File: src/rtl/dsse_pkg.sv
// ============================================================================
// dsse_pkg : shared types and constants of the decimal seven-segment encoder
// Holds the beat structures, the sequencer states, the conversion-core control
// group and the seven-segment decode table.
// ============================================================================
package dsse_pkg;

    // A 31-bit magnitude has at most ten decimal digits.
    localparam int unsigned MAG_BITS   = 31;
    localparam int unsigned NUM_DIGITS = 10;
    localparam int unsigned BCD_BITS   = 4 * NUM_DIGITS;

    typedef struct packed {
        logic signed [31:0] number_value;
        logic [11:0]        origin_x;
        logic [11:0]        origin_y;
    } in_beat_t;

    typedef struct packed {
        logic [6:0]  segment_mask;
        logic [3:0]  digit_value;
        logic [3:0]  slot_index;
        logic [12:0] pos_x;
        logic [11:0] pos_y;
        logic        last_digit;
    } out_beat_t;

    typedef enum logic [2:0] {
        ST_IDLE,
        ST_CONVERT,
        ST_STRIP,
        ST_LIMIT,
        ST_EMIT
    } state_t;

    // Control group from the sequencer to the conversion core.
    typedef struct packed {
        logic load;         // take a fresh magnitude, clear the digits
        logic dabble;       // one add-3-and-shift step
        logic digit_shift;  // drop the top digit, move the rest up
    } core_ctrl_t;

    // Segment order: bit 0 top, clockwise, bit 6 middle.
    function automatic logic [6:0] seg_decode(input logic [3:0] digit);
        logic [6:0] mask;
        unique case (digit)
            4'd0:    mask = 7'h3F;
            4'd1:    mask = 7'h06;
            4'd2:    mask = 7'h5B;
            4'd3:    mask = 7'h4F;
            4'd4:    mask = 7'h66;
            4'd5:    mask = 7'h6D;
            4'd6:    mask = 7'h7D;
            4'd7:    mask = 7'h07;
            4'd8:    mask = 7'h7F;
            4'd9:    mask = 7'h6F;
            default: mask = 7'h00;
        endcase
        return mask;
    endfunction

endpackage

File: src/rtl/dsse_bcd_core.sv
// ============================================================================
// dsse_bcd_core : bit-serial binary to BCD converter and digit store
// Shift-and-add-3 over one magnitude bit per step; the finished digits are
// then moved up one digit per step so the top digit can be read out.
// ============================================================================
module dsse_bcd_core (
    input  logic                                clk,
    input  dsse_pkg::core_ctrl_t                ctrl,
    input  logic [dsse_pkg::MAG_BITS-1:0]       mag,
    output logic [3:0]                          top_digit
);

    logic [dsse_pkg::BCD_BITS-1:0] bcd_reg, bcd_next;
    logic [dsse_pkg::MAG_BITS-1:0] bin_reg, bin_next;
    logic [dsse_pkg::BCD_BITS-1:0] bcd_adj;

    // Add 3 to every digit of five or more before the doubling shift.
    always_comb
    begin
        for (int i = 0; i < dsse_pkg::NUM_DIGITS; i++)
        begin
            if (bcd_reg[4*i +: 4] >= 4'd5)
                bcd_adj[4*i +: 4] = bcd_reg[4*i +: 4] + 4'd3;
            else
                bcd_adj[4*i +: 4] = bcd_reg[4*i +: 4];
        end
    end

    always_comb
    begin
        bcd_next = bcd_reg;
        bin_next = bin_reg;
        if (ctrl.load)
        begin
            bcd_next = '0;
            bin_next = mag;
        end
        else if (ctrl.dabble)
        begin
            bcd_next = {bcd_adj[dsse_pkg::BCD_BITS-2:0], bin_reg[dsse_pkg::MAG_BITS-1]};
            bin_next = {bin_reg[dsse_pkg::MAG_BITS-2:0], 1'b0};
        end
        else if (ctrl.digit_shift)
        begin
            bcd_next = {bcd_reg[dsse_pkg::BCD_BITS-5:0], 4'd0};
        end
    end

    always_ff @(posedge clk)
    begin
        bcd_reg <= bcd_next;
        bin_reg <= bin_next;
    end

    assign top_digit = bcd_reg[dsse_pkg::BCD_BITS-1 -: 4];

endmodule

File: src/rtl/decimal_seven_segment_encoder_unit.sv
// ============================================================================
// decimal_seven_segment_encoder_unit : value to seven-segment digit beats
// Clamps a signed value to zero or above, converts it to decimal, keeps at
// most DIGIT_LIMIT low digits without leading zeros, and sends one beat per
// digit, most significant first, with its mask, slot and pixel position.
//
// Channel    Signals                        Direction  Handshake
// ---------  -----------------------------  ---------  ---------------------------
// command    start, busy, item              in         taken when start && !busy
// result     result_valid, result           out        one cycle, cannot be held
// config     cfg_we, cfg_wdata (pitch)      in         written when cfg_we is high
//
// busy rises at the accepting edge and stays high while an item goes through
// the bit-serial conversion in the shared add-3-and-shift unit, the stripping
// of leading zeros, the dropping of digits above DIGIT_LIMIT and one result
// beat per digit. Stripped, dropped and sent digits always add up to ten; the
// next item is taken only after busy has fallen.
// Reset clears the sequencer and loads the pitch with 22; the digit store
// needs no clearing because every digit read was written by the same item.
// Result beats cannot be held; nothing downstream can stall them.
// ============================================================================
module decimal_seven_segment_encoder_unit #(
    parameter int unsigned DIGIT_LIMIT = 12
) (
    input  logic                clk,
    input  logic                rst_n,
    input  logic                start,
    output logic                busy,
    input  dsse_pkg::in_beat_t  item,
    input  logic                cfg_we,
    input  logic [7:0]          cfg_wdata,
    output logic                result_valid,
    output dsse_pkg::out_beat_t result
);

    // The limit compared against the 4-bit digit count.
    localparam logic [3:0] LIMIT_C = 4'(DIGIT_LIMIT);
    localparam logic [4:0] LAST_BIT = 5'(dsse_pkg::MAG_BITS - 1);
    localparam logic [3:0] FULL_CNT = 4'(dsse_pkg::NUM_DIGITS);

    dsse_pkg::state_t     state_reg, state_next;
    dsse_pkg::core_ctrl_t ctrl;

    logic [4:0]  bit_cnt_reg, bit_cnt_next;
    // Digits still held from the top of the store down; this is the digit
    // count while trimming and the digits left to send while emitting.
    logic [3:0]  cnt_reg, cnt_next;
    logic [3:0]  slot_reg, slot_next;
    logic [12:0] x_reg, x_next;
    logic [11:0] y_reg, y_next;
    logic [7:0]  pitch_reg;

    logic [3:0]                          top_digit;
    logic [dsse_pkg::MAG_BITS-1:0]       mag;
    logic                                accept;

    assign accept = start && !busy;

    // A set sign bit clamps the value to zero.
    assign mag = item.number_value[31] ? '0 : item.number_value[dsse_pkg::MAG_BITS-1:0];

    dsse_bcd_core u_core (
        .clk       (clk),
        .ctrl      (ctrl),
        .mag       (mag),
        .top_digit (top_digit)
    );

    // Next state.
    always_comb
    begin
        state_next = state_reg;
        unique case (state_reg)
            dsse_pkg::ST_IDLE:
            begin
                if (accept)
                    state_next = dsse_pkg::ST_CONVERT;
            end
            dsse_pkg::ST_CONVERT:
            begin
                if (bit_cnt_reg == LAST_BIT)
                    state_next = dsse_pkg::ST_STRIP;
            end
            dsse_pkg::ST_STRIP:
            begin
                // Leading zeros go first; a lone zero digit stays.
                if (!(top_digit == 4'd0 && cnt_reg > 4'd1))
                    state_next = dsse_pkg::ST_LIMIT;
            end
            dsse_pkg::ST_LIMIT:
            begin
                if (cnt_reg <= LIMIT_C)
                    state_next = dsse_pkg::ST_EMIT;
            end
            dsse_pkg::ST_EMIT:
            begin
                if (cnt_reg == 4'd1)
                    state_next = dsse_pkg::ST_IDLE;
            end
            default: state_next = dsse_pkg::ST_IDLE;
        endcase
    end

    // Outputs, core control and datapath register updates.
    always_comb
    begin
        ctrl         = '0;
        bit_cnt_next = bit_cnt_reg;
        cnt_next     = cnt_reg;
        slot_next    = slot_reg;
        x_next       = x_reg;
        y_next       = y_reg;
        result_valid = 1'b0;
        unique case (state_reg)
            dsse_pkg::ST_IDLE:
            begin
                if (accept)
                begin
                    ctrl.load    = 1'b1;
                    bit_cnt_next = '0;
                    cnt_next     = FULL_CNT;
                    slot_next    = '0;
                    x_next       = {1'b0, item.origin_x};
                    y_next       = item.origin_y;
                end
            end
            dsse_pkg::ST_CONVERT:
            begin
                ctrl.dabble  = 1'b1;
                bit_cnt_next = bit_cnt_reg + 5'd1;
            end
            dsse_pkg::ST_STRIP:
            begin
                if (top_digit == 4'd0 && cnt_reg > 4'd1)
                begin
                    ctrl.digit_shift = 1'b1;
                    cnt_next         = cnt_reg - 4'd1;
                end
            end
            dsse_pkg::ST_LIMIT:
            begin
                // Digits above the limit are dropped, zeros below them stay.
                if (cnt_reg > LIMIT_C)
                begin
                    ctrl.digit_shift = 1'b1;
                    cnt_next         = cnt_reg - 4'd1;
                end
            end
            dsse_pkg::ST_EMIT:
            begin
                result_valid = 1'b1;
                if (cnt_reg != 4'd1)
                begin
                    ctrl.digit_shift = 1'b1;
                    cnt_next         = cnt_reg - 4'd1;
                    slot_next        = slot_reg + 4'd1;
                    x_next           = x_reg + {5'd0, pitch_reg};
                end
            end
            default:
            begin
                ctrl = '0;
            end
        endcase
    end

    assign busy = (state_reg != dsse_pkg::ST_IDLE);

    always_comb
    begin
        result.segment_mask = dsse_pkg::seg_decode(top_digit);
        result.digit_value  = top_digit;
        result.slot_index   = slot_reg;
        result.pos_x        = x_reg;
        result.pos_y        = y_reg;
        result.last_digit   = (cnt_reg == 4'd1);
    end

    always_ff @(posedge clk or negedge rst_n)
    begin
        if (!rst_n)
        begin
            state_reg   <= dsse_pkg::ST_IDLE;
            bit_cnt_reg <= '0;
            cnt_reg     <= '0;
            pitch_reg   <= 8'd22;
        end
        else
        begin
            state_reg   <= state_next;
            bit_cnt_reg <= bit_cnt_next;
            cnt_reg     <= cnt_next;
            if (cfg_we)
                pitch_reg <= cfg_wdata;
        end
    end

    always_ff @(posedge clk)
    begin
        slot_reg <= slot_next;
        x_reg    <= x_next;
        y_reg    <= y_next;
    end

endmodule
File: config.mk
export PLATFORM = sky130hd
export DESIGN_NAME = decimal_seven_segment_encoder_unit
export DESIGN_NICKNAME = d
export VERILOG_FILES = /design/src/rtl/dsse_pkg.sv /design/src/rtl/dsse_bcd_core.sv /design/src/rtl/decimal_seven_segment_encoder_unit.sv
export SDC_FILE = /design/constraint.sdc
export NUM_CORES = 1
export LEC_CHECK = 0
export BUFFER_PORTS_ARGS = -buffer_cell sky130_fd_sc_hd__buf_2
export CAP_MARGIN = 20
export CORE_MARGIN = 2
export CORE_UTILIZATION = 57
export CTS_BUF_LIST = sky130_fd_sc_hd__clkbuf_16
export CTS_CLUSTER_SIZE = 12
export DETAILED_ROUTE_END_ITERATION = 10
export PLACE_DENSITY = 0.8
export REMOVE_ABC_BUFFERS = 1
export SETUP_SLACK_MARGIN = 0.2
export SLEW_MARGIN = 20
export SYNTH_ARGS = -nofsm -noshare
export SYNTH_HDL_FRONTEND = slang
export SYNTH_HIERARCHICAL = 1
export SYNTH_SLANG_ARGS = --single-unit
export TNS_END_PERCENT = 5
File: constraint.sdc
create_clock -name clk -period 3.5 [get_ports clk]
set_clock_uncertainty 0.1 [all_clocks]
set_input_delay 0.7 -clock clk [delete_from_list [all_inputs] [get_ports clk]]
set_output_delay 0.7 -clock clk [all_outputs]
set_load 0.05 [all_outputs]
After elaboration in Yosys (flattened, before gate mapping)

Memories as Yosys holds them, arrays and structs flattened. A register that Yosys moved wholly into a read port is not among the register bits.
Index checks and enable logic that the tools add are counted.

$add $sub $neg: 14
Multiply operators: 0
Div/mod/pow operators: 0
$lt $le $gt $ge: 13
Equality and inequality tests: 15
Shift-type cells: 0
Muxes and demuxes: 44
Bitwise operators: 0
Reductions and logical operators: 16

Operators with widths:

| kind                                                           | count |
|---|---|
| two-way mux 31 bit                                             | 3 |
| two-way mux 40 bit                                             | 2 |
| two-way mux 4 bit                                              | 17 |
| >= comparator 4 x 3 -> 1 bit (second input constant)           | 10 |
| adder 4 x 2 -> 4 bit (second input constant)                   | 9 |
| two-way mux 13 bit                                             | 2 |
| case mux 13 bit (2 select lines)                               | 1 |
| two-way mux 3 bit                                              | 6 |
| inequality test 2 bit (second input constant)                  | 8 |
| case mux 4 bit (4 select lines)                                | 1 |
| case mux 3 bit (5 select lines)                                | 1 |
| adder 13 x 8 -> 13 bit                                         | 1 |
| case mux 5 bit (2 select lines)                                | 1 |
| AND reduction 5 bit                                            | 2 |
| case mux 4 bit (2 select lines)                                | 1 |
| nonzero test 2 bit                                             | 4 |
| two-way mux 1 bit                                              | 7 |
| == test 3 x 2 -> 1 bit (second input constant)                 | 2 |
| adder 5 x 1 -> 5 bit (second input constant)                   | 1 |
| == test 5 bit (second input constant)                          | 1 |
| two-way mux 5 bit                                              | 1 |
| adder 4 x 1 -> 4 bit (second input constant)                   | 1 |
| == test 4 x 1 -> 1 bit (second input constant)                 | 1 |
| greater-than comparator 4 x 1 -> 1 bit (second input constant) | 1 |
| other kinds (16)                                               | 18 |

Register bits after elaboration: 120
Bits in latches: 0
Bits in writable memories: 0
Memory bits (read-only): 112
Output and inout bits: 43
Memories kept: 1

Memories:

| name            | depth | bits a word | rd ports | clocked after memory_dff | wr ports | RTL line       | text |
|---|---|---|---|---|---|---|---|
| (no name shown) | 16    | 7           | 1        | 1                        | 0        | dsse_pkg.sv:46 | `unique case (digit)` |

Logic depth before layout (Yosys ltp)

Gate-level depths: netlist of the first run.

Word-level depth: 8
Depth in mapped cells: 10

By module

The synthesis of the first run kept the hierarchy.

By module, submodules not included:

| module                             | times used | cells an instance | area each (µm²) | seq. area each (µm²) |
|---|---|---|---|---|
| dsse_bcd_core                      | 1          | 383               | 3,995.1         | 1,731.7 |
| decimal_seven_segment_encoder_unit | 1          | 284               | 2,949.1         | 1,375.1 |

Worst setup path before layout of the first run

No wires, ideal clock.

Kind: register to output
Start: register, netlist name u_core/bcd_reg[37]
End: output result[37] in the netlist's numbering
Data arrival time: 2,127 ps
Data required time: 2,700 ps
Path slack: 573 ps
Cell stages (with the launch flop): 6
Buffers on the path: 1
Cells stage by stage: dfxtp_1 -> buf_4 -> inv_1 -> ha_1 -> inv_1 -> o21ai_0

RTL lines:

| element   | RTL line                                 | text |
|---|---|---|
| to (decl) | decimal_seven_segment_encoder_unit.sv:33 | `output dsse_pkg::out_beat_t result` |

==> results of run 1 <==
## power by group through the flow
stage	sequential, mW	clock (mW)	combinational, mW
6_report	2.67	1.74	3.40
5_1_grt	2.75	1.82	3.75
4_1_cts	2.66	1.76	3.40
3_5_place_dp	2.67	0	3.36
3_3_place_gp	2.64	0	3.18
2_1_floorplan	2.74	0	2.42
## how the worst max path moves through the flow
| stage | startpoint | endpoint | slack, ns |
|---|---|---|---|
| after floorplan | start | u_core/bin_reg[0]$_SDFFCE_PN0P_ | -0.18 |
| after global placement | start | u_core/bin_reg[13]$_DFFE_PP_ | 0.95 |
| after detailed placement | cnt_reg[1]$_DFFE_PN0P_ | u_core/bcd_reg[15]$_SDFFE_PP0P_ | 0.81 |
| after CTS | u_core/bcd_reg[37]$_SDFFE_PP0P_ | result[34] | 0.52 |
| after global routing | u_core/bcd_reg[37]$_SDFFE_PP0P_ | result[34] | 0.36 |
| final | u_core/bcd_reg[37]$_SDFFE_PP0P_ | result[34] | 0.52 |
## layout by cell type, fill, tap and decap left out, types with 10 or more instances in the layout
master,instances
o221ai_1,13
a21oi_1,40
edfxtp_1,60
ha_1,39
mux2_1,16
inv_1,32
clkbuf_16,17
mux2_2,28
mux2i_1,14
dfrtp_1,17
o21ai_0,20
nand3_1,10
buf_2,110
a211oi_1,20
nor2b_1,32
o21ai_1,21
nand2b_1,16
nand4b_1,19
nor3b_1,18
nand2_1,44
nor2_1,35
dfxtp_1,40
## Yosys cell counts (11+ instances only)
library cell  instances  share of area
nand4b_1             19          0.024
mux2i_1              14          0.020
ha_1                 39          0.070
nor3b_1              18          0.019
buf_2                15          0.011
o21ai_1              21          0.015
nand2b_1             16          0.014
nand2_1              44          0.024
buf_4                11          0.012
nor2_1               35          0.019
edfxtp_1             60           0.26
inv_1                32          0.017
nor2b_1              32          0.029
a21oi_1              40          0.029
mux2_2               28          0.045
a211oi_1             20          0.022
o21ai_0              20          0.014
dfxtp_1              40           0.12
o221ai_1             13          0.016
mux2_1               16          0.026
dfrtp_1              17          0.061
## per-stage QoR
step | utilization | TNS (ns) | std cells
final | 0.679 | 0 | 923
after global routing | 0.679 | 0 | 923
after CTS | 0.679 | 0 | 923
after detailed placement | 0.630 | 0 | 891
after global placement | 0.630 | 0 | 891
after floorplan | - | -9.39 | 627
## cells by family after synthesis
group,count (synthesis),synth area share
simple gates,201,0.165
compound gates,160,0.154
flops,120,0.447
buf+inv,74,0.0508
mux,59,0.0937
xor+xnor,13,0.0164
fa+ha+maj,40,0.0732
## final cells by class
class | count | share of cell area
clock buffers | 17 | 0.0524
clock inverters | 15 | 0.0200
inverters | 34 | 0.0157
multi-input cells | 473 | 0.429
flip-flops and latches | 120 | 0.383
well taps | 147 | 0.0227
repair buffers | 117 | 0.0774
## critical path: stages, from the launching register on
cell and delay [ns]:
dfxtp_1 0.56, inv_1 0.18, ha_1 0.21, nor2_1 0.08, a21oi_1 0.04, or2_2 0.30, o21ai_0 0.08, buf_2 0.30
## per-layer routing
| metal | up-vias | global-route usage | routed length [um] |
|---|---|---|---|
| met5 | - | 0 | 0 |
| met4 | 0 | 0.0699 | 165 |
| met3 | 17 | 0.0651 | 689 |
| met2 | 163 | 0.419 | 7840 |
| met1 | 2689 | 0.309 | 6770 |
| li1 | 2653 | - | - |
==> summary.txt, run 1 <==
Drt
  – Drt pass-1 iters: 5
  – Vias per inst: 5.98
  – Routed WL: 15,500 um
  – Starting DRT DRC Count: 486
  – DRC Markers: 0
  – Avg WL per Cell: 16.8 um
  – Routed Antenna Nets: 0
  – Total number of vias: 5,522

Power
  – Comb pwr share: 0.436
  – Pwr Total: 7.81 mW
  – Leakage: 3.38 nW
  – P per Cell Area: 962 mW/mm^2
  – Switching pwr: 3.25 mW
  – Sw frac: 0.415
  – VDD IR max: 0.000543 V
  – Int Pwr: 4.57 mW
  – Clock power frac: 0.222
  – Sequential share of power: 0.342

Critical path
  – R2R cell count: 9
  – Slack of the worst reg-to-reg path: 0.75 ns
  – R2r endpoint: u_core/bcd_reg[15]$_SDFFE_PP0P_
  – Crit start category: flop
  – CP required: 2.70 ns
  – Critical Path AT: 2.18 ns
  – WS Path Type: flop to output pin
  – R2r startpoint: cnt_reg[1]$_DFFE_PN0P_
  – CP endpoint kind: output pin
  – CP max FO: 11

Yosys
  – Yosys Warn Count: 6
  – Sequential share of the synthesized area: 0.447
  – Cell Area, Synth: 0.00694 mm^2
  – Number of synthesized flops with an enable pin: 60
  – Post-Syn Instances: 667
  – Prevailing post-synth register cell: edfxtp_1
  – Flops & latches, synth: 120
  – Mean area per synthesized cell: 10.4 um^2
  – Yosys cell types: 58
  – Fraction of registers with async set/reset: 0.167

Floorplanning
  – Starting Density: 0.581
  – Core area: 0.0120 mm^2
  – Number of I/O pins: 111
  – Die H: 114 um
  – Number of core rows: 40
  – Horizontal die dimension: 114 um
  – Die footprint: 0.0131 mm^2

Clocking
  – Skew-Pair Late Insertion Delay: 0.42 ns
  – TritonCTS clock tree: yes
  – Clk root buf: clkbuf_16
  – Hold buffers post-CTS: 0
  – CTS buffer count: 17
  – CTS Buffer Depth: 2
  – Max H-tree Level: 4
  – Clk pin slew, worst setup/hold paths: 0.06 ns
  – Post_cts resized: 0
  – Post-CTS Setup Repair Bufs: 0
  – CTS Sinks: 120

STA
  – Achievable frequency: 336 MHz
  – RSZ-0062 raised after global routing: no
  – Crit path time final: 2.98 ns
  – Worst Slack Setup Final: 0.523 ns
  – Setup Viol. Count Final: 0
  – Hold Vio Cnt, Final: 0
  – Worst slew pin tran: 0.966 ns
  – Hold WS: 0.139 ns
  – Final Max Tran Viols: 0
  – Rel. slew slack: 0.355
  – Fraction of the cycle the final worst path needs: 0.850

Finish
  – Fillers: 879
  – Layout cells sized above 1: 0.247
  – Antenna Diode Count: 0
  – Layout Area Growth over Synthesis: 16.9%
  – Design area: 0.00812 mm^2
  – Layout Nets: 871
  – Seq. cell area: 0.00311 mm^2
  – Multi-input logic area: 0.00348 mm^2
  – Max reg flops: 40

Placement
  – DPL Wire Length: 10,200 um
  – IO Port Bufs: 110
  – DP Area: 0.00753 mm^2
  – Dpl ws: 0.806 ns
  – Gpl congestion: 0.801

Status
  – Status: finished clean

GRT
  – Total grt overflow: 0
  – Largest net degree at the start of global routing: 99
  – GR Util All Layers: 0.246
  – Vias in the first global route: 5,420
  – Initial antenna violation count: 0
  – First-pass GRT wire length: 25,600 um

Min path
  – Worst hold path class: input port to async pin

Job
  – Max Cap Violations: 0
No activity file was read; power rests on OpenSTA's default activity.
==> run 2: changes to the inputs <==
SYNTH_HIERARCHICAL = unset   (was 1)
==> run 2 against run 1 <==
Register-to-register slack got worse by 0.31 ns. Global-route usage down 0.57 points. Critical path depth up 5. Hold slack got worse by 0.0032 ns. Sequential cell count rose by 7. Critical path type is now flop to flop. Core utilization up 0.28 points. First-iteration DRC count grew 16%. Die area is 1.1% higher. Critical endpoint is now result[34]$_DFF_P_. Cell area grew 0.83%. Cell count grew 10%. Wire length up 0.46%. Combinational power decreased by 54%.
==> summary.txt, run 2 <==
STA
  – RSZ-0062 raised after global routing: no
  – Worst slew pin tran: 0.822 ns
  – Hold WS: 0.135 ns
  – Rel. slew slack: 0.452
  – Final Max Tran Viols: 0
  – Crit path time final: 3.06 ns
  – Fraction of the cycle the final worst path needs: 0.875
  – Setup Viol. Count Final: 0
  – Achievable frequency: 326 MHz
  – Hold Vio Cnt, Final: 0
  – Worst Slack Setup Final: 0.436 ns

Yosys
  – Flops & latches, synth: 127
  – Top cells by count, synth: 119 x nand2_1, 72 x nor2_1, 60 x edfxtp_1
  – Mean area per synthesized cell: 9.23 um^2
  – Post-Syn Instances: 761
  – Sequential share of the synthesized area: 0.462
  – Prevailing post-synth register cell: edfxtp_1
  – Fraction of registers with async set/reset: 0.157
  – Top-area cell type share of the netlist area: 0.257
  – Most common cell in the netlist: nand2_1
  – Yosys cell types: 55
  – Yosys Warn Count: 0
  – Number of synthesized flops with an enable pin: 60
  – Synth area leader: edfxtp_1
  – Largest cells by area after synthesis: edfxtp_1 26%, dfxtp_1 13%, ha_1 7.1%
  – Cell Area, Synth: 0.00702 mm^2

Clocking
  – CTS Buffer Depth: 2
  – Clk pin slew, worst setup/hold paths: 0.06 ns
  – Hold buffers post-CTS: 0
  – Post_cts resized: 0
  – Skew-Pair Late Insertion Delay: 0.43 ns
  – Clk root buf: clkbuf_16
  – CTS Sinks: 127
  – CTS buffer count: 17
  – TritonCTS clock tree: yes
  – Post-CTS Setup Repair Bufs: 0
  – Max H-tree Level: 4

Critical path
  – R2r startpoint: cnt_reg[0]$_DFFE_PN0P_
  – R2r endpoint: result[34]$_DFF_P_
  – CP endpoint kind: flop
  – WS Path Type: flop to flop
  – Critical Path AT: 3.32 ns
  – CP max FO: 5
  – Slack of the worst reg-to-reg path: 0.44 ns
  – R2R cell count: 12
  – Crit start category: flop
  – CP required: 3.76 ns

Floorplanning
  – Number of core rows: 40
  – Core area: 0.0120 mm^2
  – Horizontal die dimension: 115 um
  – Number of I/O pins: 111
  – Die H: 115 um
  – Die footprint: 0.0132 mm^2
  – Starting Density: 0.585

GRT
  – First-pass GRT wire length: 25,300 um
  – Vias in the first global route: 5,627
  – Largest net degree at the start of global routing: 79
  – Total grt overflow: 0
  – GR Util All Layers: 0.240
  – Initial antenna violation count: 0

Min path
  – Worst hold path class: input port to async pin

Finish
  – Max reg flops: 40
  – Layout cells sized above 1: 0.197
  – Leading cell type in the layout, fill and taps excluded: nand2_1
  – Layout Cells excl Fill: 1,018
  – Layout Area Growth over Synthesis: 16.6%
  – Design area: 0.00819 mm^2
  – Layout Nets: 967
  – Antenna Diode Count: 0
  – Commonest non-fill, non-tap cells in the layout: 118 x nand2_1, 110 x buf_2, 72 x nor2_1, 60 x edfxtp_1, 47 x dfxtp_1

Placement
  – DP Area: 0.00764 mm^2
  – IO Port Bufs: 110
  – Dpl ws: 0.480 ns
  – DPL Wire Length: 10,500 um
  – Gpl congestion: 0.828
  – Placed Cells: 986

Drt
  – Routed Antenna Nets: 0
  – Vias per inst: 5.75
  – Avg WL per Cell: 15.3 um
  – Drt pass-1 iters: 5
  – Total number of vias: 5,857
  – Routed WL: 15,500 um
  – DRC Markers: 0
  – Starting DRT DRC Count: 563

Power
  – Leakage: 3.57 nW
  – Pwr Total: 5.21 mW
  – VDD IR max: 0.000340 V
  – P per Cell Area: 636 mW/mm^2

Status
  – Status: finished clean

Job
  – Max Cap Violations: 0
[run 2: kinds of logic (layout without fill, tap and decap cells)]
logic type / Yosys count / count (layout) / share of synthesized area
muxes: 13 / 13 / 0.0216
AOI/OAI and AO/OA: 178 / 178 / 0.164
buffers and inverters: 89 / 199 / 0.0531
DFF: 127 / 127 / 0.462
xor gates and xnor gates: 25 / 25 / 0.0312
and+or+nand+nor: 288 / 288 / 0.194
adders and majority gates: 41 / 41 / 0.0741
[run 2: final cells by class]
type,instances,area [um^2]
inverter,47,176
multi-input combinational,545,3400
sequential,127,3250
timing repair buffer,120,626
clock buffer,17,425
clock inverter,15,124
fill,917,3820
tap,147,184
[run 2: power breakdown]
group	switching [mW]	leakage (nW)	total [mW]	internal (mW)
logic	0.972	2.08	1.56	0.585
clock network	0.662	0.263	1.63	0.966
registers	0.195	1.22	2.02	1.83
total	1.83	3.57	5.21	3.38
[run 2: worst max-delay path by stage]
stage / start / end / slack [ns] / depth (start not counted)
2_1_floorplan: cnt_reg[1]$_DFFE_PN0P_ / result[34]$_DFF_P_ / -1.00 / 11
3_3_place_gp: cnt_reg[0]$_DFFE_PN0P_ / result[37]$_DFF_P_ / 0.70 / 12
5_1_grt: cnt_reg[0]$_DFFE_PN0P_ / result[34]$_DFF_P_ / 0.23 / 12
4_1_cts: cnt_reg[0]$_DFFE_PN0P_ / result[34]$_DFF_P_ / 0.43 / 12
6_report: cnt_reg[0]$_DFFE_PN0P_ / result[34]$_DFF_P_ / 0.44 / 12
3_5_place_dp: cnt_reg[0]$_DFFE_PN0P_ / result[34]$_DFF_P_ / 0.48 / 12
[run 2: through the flow]
step / TNS [ns] / utilization
after floorplan: -35.98 / -
after global placement: 0 / 0.636
after detailed placement: 0 / 0.636
after CTS: 0 / 0.682
after global routing: 0 / 0.682
final: 0 / 0.682
[run 2: critical path, cell delays in order, from the launching register on]
cell and delay [ns]:
dfrtp_1 0.43, inv_1 0.08, ha_1 0.21, nor2_1 0.08, o311ai_0 0.58, nand2_2 0.14
mux2i_1 0.22, a21oi_1 0.23, nand2_1 0.16, ha_1 0.22, or2_2 0.29, a21o_1 0.18
o21ai_1 0.07
[run 2: routing by layer]
| layer | track usage | wire, um | up-vias |
|---|---|---|---|
| met2 | 0.420 | 7840 | 174 |
| met3 | 0.0538 | 714 | 24 |
| met1 | 0.286 | 6730 | 2789 |
| met4 | 0.0996 | 257 | 0 |
| li1 | - | - | 2870 |
| met5 | 0 | 0 | - |
